**src/rtl/core/aazw_pkg.sv**
```systemverilog
// Shared constants and types for the angle averaging block.
`timescale 1ns / 1ps
package aazw_pkg;

  localparam int SAMPLES_DEF   = 8;
  localparam int FRAC_BITS_DEF = 4;

  localparam int RAW_W   = 16;
  localparam int SMP_W   = 12;
  localparam int IDX_W   = 6;
  localparam int CNT_W   = 7;
  localparam int SUM_W   = 18;
  localparam int TURN_W  = 16;
  localparam int ANG_W   = 17;

  // Request codes carried by the func field on the last sample of a window.
  localparam logic REQ_UPDATE   = 1'b0;
  localparam logic REQ_SET_ZERO = 1'b1;

  typedef enum logic [1:0] {
    ST_IDLE,
    ST_DIV,
    ST_DONE
  } state_t;

  typedef struct packed {
    logic busy;
    logic done;
  } div_stat_t;

endpackage

```
**src/rtl/core/aazw_div.sv**
```systemverilog
// Restoring divider that retires one quotient bit per cycle.
`timescale 1ns / 1ps
module aazw_div
  import aazw_pkg::*;
#(
  parameter int DIV_W = SUM_W + FRAC_BITS_DEF
) (
  input  logic             clk,
  input  logic             rst_n,
  input  logic             start,
  input  logic [DIV_W-1:0] dividend,
  input  logic [CNT_W-1:0] divisor,
  output logic [DIV_W-1:0] quotient,
  output div_stat_t        stat
);

  localparam int CW = $clog2(DIV_W + 1);

  logic [DIV_W-1:0] q_r;
  logic [CNT_W-1:0] rem_r;
  logic [CNT_W-1:0] dvs_r;
  logic [CW-1:0]    cnt_r;
  logic             done_r;
  logic [CNT_W:0]   trial;
  logic [CNT_W:0]   diff;
  logic             ge;

  // The remainder stays below the divisor, so it fits the divisor's width.
  assign trial = {rem_r, q_r[DIV_W-1]};
  assign diff  = trial - {1'b0, dvs_r};
  assign ge    = trial >= {1'b0, dvs_r};

  always_ff @(posedge clk) begin
    if (!rst_n) begin
      cnt_r  <= '0;
      done_r <= 1'b0;
    end else begin
      done_r <= 1'b0;
      if (start) begin
        cnt_r <= CW'(DIV_W);
      end else if (cnt_r != '0) begin
        cnt_r <= cnt_r - CW'(1);
        if (cnt_r == CW'(1)) begin
          done_r <= 1'b1;
        end
      end
    end
  end

  always_ff @(posedge clk) begin
    if (start) begin
      q_r   <= dividend;
      rem_r <= '0;
      dvs_r <= divisor;
    end else if (cnt_r != '0) begin
      q_r   <= {q_r[DIV_W-2:0], ge};
      rem_r <= ge ? diff[CNT_W-1:0] : trial[CNT_W-1:0];
    end
  end

  assign quotient  = q_r;
  assign stat.busy = cnt_r != '0;
  assign stat.done = done_r;

endmodule

```
**src/rtl/core/angle_average_zero_wrap.sv**
```systemverilog
// Top level: window accumulation, sequencer, zero offset and wrapped angle output.
`timescale 1ns / 1ps
//
// Channel  Direction  Handshake            Payload
// in       input      in_valid / in_stall   in_raw_word[15:0], in_read_ok, in_func
// out      output     out_valid / out_stall out_angle[16:0] signed, out_updated
//
// A sample inside the window is a one-cycle transfer. The window's last sample
// starts the divider, which retires one quotient bit per cycle, and the input
// then stalls until the result is loaded into the output register. A window
// with no good reads skips the divider and goes straight to that load.
// Reset is synchronous and active low and clears the window, the zero offset
// and the held angle. The result sits in an output register, so a stalled
// result only blocks the input once the next window end needs that register.
module angle_average_zero_wrap
  import aazw_pkg::*;
#(
  parameter int SAMPLES   = SAMPLES_DEF,
  parameter int FRAC_BITS = FRAC_BITS_DEF
) (
  input  logic                    clk,
  input  logic                    rst_n,
  input  logic                    in_valid,
  output logic                    in_stall,
  input  logic [RAW_W-1:0]        in_raw_word,
  input  logic                    in_read_ok,
  input  logic                    in_func,
  output logic                    out_valid,
  input  logic                    out_stall,
  output logic signed [ANG_W-1:0] out_angle,
  output logic                    out_updated
);

  // The dividend is the window sum scaled by the fraction bits.
  localparam int DIV_W = SUM_W + FRAC_BITS;
  // Scaling from 12.FRAC_BITS down or up to 1/65536 turn.
  localparam int LSH = (FRAC_BITS <= 4) ? 4 - FRAC_BITS : 0;
  localparam int RSH = (FRAC_BITS > 4) ? FRAC_BITS - 4 : 0;

  state_t state_r, state_nxt;

  logic [IDX_W-1:0]        idx_r;
  logic [CNT_W-1:0]        cnt_r;
  logic [SUM_W-1:0]        sum_r;
  logic [TURN_W-1:0]       zero_r;
  logic signed [ANG_W-1:0] held_r;
  logic                    func_r;
  logic                    upd_r;

  logic                    out_valid_r;
  logic signed [ANG_W-1:0] out_angle_r;
  logic                    out_updated_r;

  logic                    in_fire;
  logic                    last;
  logic [SUM_W-1:0]        sum_fin;
  logic [CNT_W-1:0]        cnt_fin;
  logic                    out_free;
  logic                    div_start;
  logic                    load_out;

  logic [DIV_W-1:0]        quotient;
  div_stat_t               div_stat;

  logic [TURN_W-1:0]       avg;
  logic signed [ANG_W:0]   diff;
  logic signed [ANG_W:0]   wrapped;
  logic signed [ANG_W-1:0] new_angle;

  assign in_stall = state_r != ST_IDLE;
  assign in_fire  = in_valid && !in_stall;
  assign last     = ({1'b0, idx_r} + 7'd1) >= 7'(SAMPLES);
  assign out_free = !out_valid_r || !out_stall;

  // Running totals including the sample on the input right now.
  assign sum_fin = in_read_ok ? sum_r + SUM_W'(in_raw_word[SMP_W-1:0]) : sum_r;
  assign cnt_fin = in_read_ok ? cnt_r + CNT_W'(1) : cnt_r;

  aazw_div #(
    .DIV_W(DIV_W)
  ) u_div (
    .clk     (clk),
    .rst_n   (rst_n),
    .start   (div_start),
    .dividend(DIV_W'(sum_fin) << FRAC_BITS),
    .divisor (cnt_fin),
    .quotient(quotient),
    .stat    (div_stat)
  );

  // Next state of the window-end sequencer.
  always_comb begin
    state_nxt = state_r;
    unique case (state_r)
      ST_IDLE: begin
        if (in_fire && last) begin
          state_nxt = (cnt_fin != '0) ? ST_DIV : ST_DONE;
        end
      end
      ST_DIV: begin
        if (div_stat.done) begin
          state_nxt = ST_DONE;
        end
      end
      ST_DONE: begin
        if (out_free) begin
          state_nxt = ST_IDLE;
        end
      end
      default: state_nxt = ST_IDLE;
    endcase
  end

  // Sequencer strobes.
  always_comb begin
    div_start = 1'b0;
    load_out  = 1'b0;
    unique case (state_r)
      ST_IDLE: div_start = in_fire && last && (cnt_fin != '0);
      ST_DIV:  ;
      ST_DONE: load_out = out_free;
      default: ;
    endcase
  end

  // Average in 1/65536 turn, then the offset difference folded into the half-turn range.
  assign avg     = TURN_W'((quotient << LSH) >> RSH);
  assign diff    = $signed({2'b00, avg}) - $signed({2'b00, zero_r});
  always_comb begin
    wrapped = diff;
    if (diff > 18'sd32768) begin
      wrapped = diff - 18'sd65536;
    end else if (diff <= -18'sd32768) begin
      wrapped = diff + 18'sd65536;
    end
  end

  always_comb begin
    new_angle = held_r;
    if (upd_r) begin
      new_angle = (func_r == REQ_SET_ZERO) ? '0 : wrapped[ANG_W-1:0];
    end
  end

  always_ff @(posedge clk) begin
    if (!rst_n) begin
      state_r     <= ST_IDLE;
      idx_r       <= '0;
      cnt_r       <= '0;
      sum_r       <= '0;
      zero_r      <= '0;
      held_r      <= '0;
      out_valid_r <= 1'b0;
    end else begin
      state_r <= state_nxt;
      if (in_fire) begin
        if (last) begin
          idx_r <= '0;
          cnt_r <= '0;
          sum_r <= '0;
        end else begin
          idx_r <= idx_r + IDX_W'(1);
          cnt_r <= cnt_fin;
          sum_r <= sum_fin;
        end
      end
      if (load_out) begin
        held_r <= new_angle;
        if (upd_r && (func_r == REQ_SET_ZERO)) begin
          zero_r <= avg;
        end
      end
      if (load_out) begin
        out_valid_r <= 1'b1;
      end else if (!out_stall) begin
        out_valid_r <= 1'b0;
      end
    end
  end

  // Request and outcome of the closing window, and the result payload.
  always_ff @(posedge clk) begin
    if (in_fire && last) begin
      func_r <= in_func;
      upd_r  <= cnt_fin != '0;
    end
    if (load_out) begin
      out_angle_r   <= new_angle;
      out_updated_r <= upd_r;
    end
  end

  assign out_valid   = out_valid_r;
  assign out_angle   = out_angle_r;
  assign out_updated = out_updated_r;

  // No sample may be taken while the divider is still running.
  a_no_fire_busy: assert property (@(posedge clk) disable iff (!rst_n)
    !(in_fire && div_stat.busy))
    else $error("input transfer while divider busy");

  // A new result never overwrites one that is still stalled.
  a_no_overwrite: assert property (@(posedge clk) disable iff (!rst_n)
    load_out |-> !(out_valid_r && out_stall))
    else $error("pending result overwritten");

  // The divider only finishes while the sequencer waits for it.
  a_done_in_div: assert property (@(posedge clk) disable iff (!rst_n)
    div_stat.done |-> state_r == ST_DIV)
    else $error("divider done outside divide state");

  // A shown result always matches the held angle.
  a_out_held: assert property (@(posedge clk) disable iff (!rst_n)
    out_valid_r |-> out_angle_r == held_r)
    else $error("result angle differs from held angle");

endmodule

```
**config.mk**
```make
export PLATFORM = sky130hd
export DESIGN_NAME = angle_average_zero_wrap
export DESIGN_NICKNAME = d
export VERILOG_FILES = /design/src/rtl/core/aazw_pkg.sv /design/src/rtl/core/aazw_div.sv /design/src/rtl/core/angle_average_zero_wrap.sv
export SDC_FILE = /design/constraint.sdc
export NUM_CORES = 1
export LEC_CHECK = 0
export BUFFER_PORTS_ARGS = -buffer_cell sky130_fd_sc_hd__buf_2
export CORE_MARGIN = 3
export CORE_UTILIZATION = 65
export DETAILED_ROUTE_END_ITERATION = 8
export HOLD_SLACK_MARGIN = 0.08
export PLACE_DENSITY = 0.84
export SETUP_SLACK_MARGIN = 0.02
export SLEW_MARGIN = 15
export SYNTH_ARGS = -nofsm -noshare
export SYNTH_HDL_FRONTEND = slang
export SYNTH_SLANG_ARGS = --single-unit
```
**constraint.sdc**
```tcl
create_clock -name clk -period 5.4 [get_ports clk]
set_input_delay 0.54 -clock clk [delete_from_list [all_inputs] [get_ports clk]]
set_output_delay 0.54 -clock clk [all_outputs]
set_load 0.01 [all_outputs]
```
==> summary.txt <==
Placed design
  – Post-Place Setup Slack: ~1900 ps
  – IO buf count: 37
  – Final HPWL DP: 10,620 um
  – Placer Congestion: between 0.9 and 1

Synthesis
  – Synth top area cells: dfxtp_1 24%, edfxtp_1 19%, ha_1 7.1%
  – Yosys cell types: 62
  – Adder-cell share of the synthesized area: between 7 and 8%
  – Most common cell in the netlist: nand2_1
  – Register bit total from synthesis: between 100 and 150
  – Synth Area in XOR/XNOR: 4.855%
  – Asr flop ratio synth: 0%
  – Largest family of logic cells by synthesized area: simple AND/OR/NAND/NOR gates
  – Commonest cells post-synth: 101 x nand2_1, 84 x dfxtp_1, 69 x a21oi_1
  – Cells after Synth: 805
  – Syn. warnings: 0
  – Syn_nets: 870
  – Sequential share of the synthesized area: between 40% and 50%
  – Post-synth EDFFs: 45
  – Synth Area in Compound Gates: 18.12%
  – Predominant post-synthesis flop cell: dfxtp_1
  – Post-Synth Simple-Gate Area: between 10% and 20%
  – Mean post-synth cell area: about 8.7 um2
  – Multiplexer share of the synthesized area: under 10%
  – Synth Cell Area: approximately 7000 um2
  – Yosys top cell area share: about a quarter
  – Largest area contributor in the netlist: dfxtp_1

STA
  – Fmax: 305.3 MHz
  – Max-slew violation count: 0
  – Post-route setup slack: about 2100 ps
  – Clock skew: between 10 and 15 ps
  – Fin crit period: between 3000 and 4000 ps
  – Setup Viol. Count Final: 0
  – Hold Vio Cnt, Final: 0
  – Unrepaired setup endpoints after global routing: false
  – Max_slew headroom: about a quarter
  – Fin Setup TNS: 0 ps
  – Worst-Margin Slew: between 1000 and 1500 ps
  – Fin crit share: 60.66%

Power and ir drop
  – Int Power: approximately 0.0025 W
  – Static Leakage: slightly above 3 nW
  – Switch Pwr: roughly 0.0014 W
  – Gate power share: ~37%
  – Sequential power share: 34.0%
  – PwrDens: between 400 and 500 nW/um2
  – Clock power share: about 30%
  – Max IR drop VDD: 0.0002938 V
  – Final Power: 0.003856 W
  – Switching part of the total: ~35%

Layout
  – Layout area overhead: 11.72%
  – NumNets Final: between 800 and 900
  – Layout fillers: about 720
  – Layout cells sized above 1: a little under a tenth
  – Footprint of the multi-input gates: 3674 um2
  – N_diodes: 0
  – Fin util: 75.46%
  – Register area: just over 3000 um2

Setup path
  – Startpoint types: flop
  – Worst Path Max Fanout: 31
  – Worst setup EP type: flop
  – Critical path startpoint: state_r[0]
  – Worst Reg2Reg Path Length in Cells: 6
  – End of the critical path: zero_r[3]
  – Worst R2R Setup Slack: about 2100 ps
  – Critical path arrival: 3680 ps
  – Worst R2R End: zero_r[3]
  – WP data required: ~5800 ps
  – Crit Path Class: flop to flop
  – RR Startpoint: state_r[0]

Die
  – I/O pins: 42
  – Starting Density: between 60% and 70%
  – # rows: 37
  – Die W: about 110 um
  – CORE AREA: 10,420 um2
  – Die ar.: about 12,000 um2
  – Die height: 110.0 um

Routing
  – Post-route antenna net violation count: 0
  – WL final: about 15,000 um
  – Vias: 5,983
  – Router iterations before antenna repair: 7
  – Initial DRC count: roughly 530
  – Avg Vias per Cell: around 6.1
  – Wirelength per Cell: about 16 um
  – Drt drc: 0

Global routing
  – Initial antenna violation count: 0
  – First-pass GRT wire length: about 26,000 um
  – Total global routing track utilization: 26.71%
  – Total gr overflow: 0
  – Vias in the first global route: between 5,000 and 6,000
  – Largest net degree at the start of global routing: 40

Clock tree
  – Clk buf depth: 2
  – CTS clk-pin slew, worst paths: 60 ps
  – Root Driver: clkbuf_8
  – Setup repair bufs after CTS: 0
  – Post-CTS Hold Buffers: 0
  – CTS tree: built
  – H-tree depth: 4
  – Clk_lat worst skew: around 540 ps
  – Clock Sinks: around 130
  – Post-CTS Resized: 0
  – Cts bufs inserted: 17

Job
  – Max-cap viol count: 0

Worst hold path
  – Worst Hold Class: input pin to flop

Status
  – Status: complete, no violations
[kinds of logic (layout without fill, tap and decap cells)]
family | Yosys count | in the layout
adder cells (fa/ha/maj) | 43 | 43
multiplexers | 15 | 15
AND/OR/NAND/NOR | 286 | 286
XOR/XNOR | 39 | 39
AO/OA/AOI/OAI | 206 | 206
buffers and inverters | 87 | 122
flip-flops | 129 | 129
[worst min-delay path by stage]
stage / from / endpoint / slack [ps] / cells after the start
CTS: in_func / func_r / 180 / 1
detailed placement: zero_r[11] / zero_r[11] / 450 / 2
floorplan: held_r[1] / held_r[1] / 430 / 2
global placement: zero_r[1] / zero_r[1] / 440 / 2
global route: in_func / func_r / 180 / 1
finish: in_func / func_r / 190 / 1
[per-layer routing]
metal	up-vias	global-route usage, %	wire length (um)
li1	2904	-	-
met1	2826	32.10	6527
met2	210	44.89	7474
met3	43	6.872	958
met4	0	12.20	362
met5	-	0	0
[flip-flops by register name, indices dropped and copies added (netlist names)]
signal	count
held_r	17
out_angle	17
func_r	1
u_div.quotient	22
cnt_r	7
sum_r	18
idx_r	6
u_div.dvs_r	7
zero_r	16
u_div.rem_r	7
out_updated	1
out_valid	1
u_div.cnt_r	5
state_r	2
upd_r	1
u_div.done_r	1
[cell type report]
class	instances	area share (%)
Multi-Input combinational cell	589	46.74
Sequential cell	129	38.59
Clock buffer	23	6.208
Timing Repair Buffer	40	2.642
Inverter	50	2.388
Tap cell	136	2.165
Clock inverter	9	1.273
[metrics by stage]
step | instance area [um2] | hold slack, ps | std cells
2_1_floorplan | 7036 | 431.6 | 805
3_3_place_gp | 7272 | 442.0 | 944
3_5_place_dp | 7272 | 446.5 | 944
4_1_cts | 7860 | 179.3 | 976
5_1_grt | 7860 | 179.9 | 976
6_report | 7860 | 191.5 | 976
[worst max-delay path, stage by stage, from the launching register on]
cell,delay (ps)
dfxtp_1,330
nand2b_1,170
nand2b_1,580
inv_1,1010
nand3_1,680
nand2_1,270
a21oi_1,90
[cells in the final DEF (no fill, tap or decap), types with 3 or more instances in the layout]
cell type / netlist / routed
a211oi_1: 7 / 7
a21o_1: 6 / 6
a21oi_1: 69 / 69
a22o_1: 3 / 3
a311oi_1: 4 / 4
a31oi_1: 11 / 11
and2_1: 4 / 4
and3_1: 8 / 8
buf_2: 2 / 37
buf_4: 0 / 3
clkbuf_16: 0 / 17
clkbuf_8: 0 / 4
clkinv_2: 0 / 4
dfxtp_1: 84 / 84
edfxtp_1: 45 / 45
fa_1: 3 / 3
ha_1: 40 / 40
inv_1: 48 / 48
mux2i_1: 14 / 14
nand2_1: 101 / 101
nand2b_1: 15 / 15
nand3_1: 48 / 48
nand3b_1: 6 / 6
nand4_1: 7 / 7
nor2_1: 55 / 55
nor2b_1: 4 / 4
nor3_1: 16 / 16
nor4_1: 4 / 4
o211ai_1: 4 / 4
o21a_1: 7 / 7
o21ai_0: 32 / 32
o21ai_1: 27 / 27
o21bai_1: 7 / 7
o2bb2ai_1: 5 / 5
o31ai_1: 3 / 3
or3_1: 7 / 7
xnor2_1: 20 / 20
xor2_1: 19 / 19
[power groups by stage]
| stage | clock network [W] | registers [W] | logic [W] |
|---|---|---|---|
| CTS | 0.00114 | 0.00131 | 0.00139 |
| detailed placement | 0 | 0.00133 | 0.00137 |
| global route | 0.00119 | 0.00133 | 0.00158 |
| global placement | 0 | 0.00132 | 0.00130 |
| finish | 0.00114 | 0.00131 | 0.00141 |
| floorplan | 0 | 0.00129 | 0.00112 |
No activity file was read; power rests on OpenSTA's default activity.
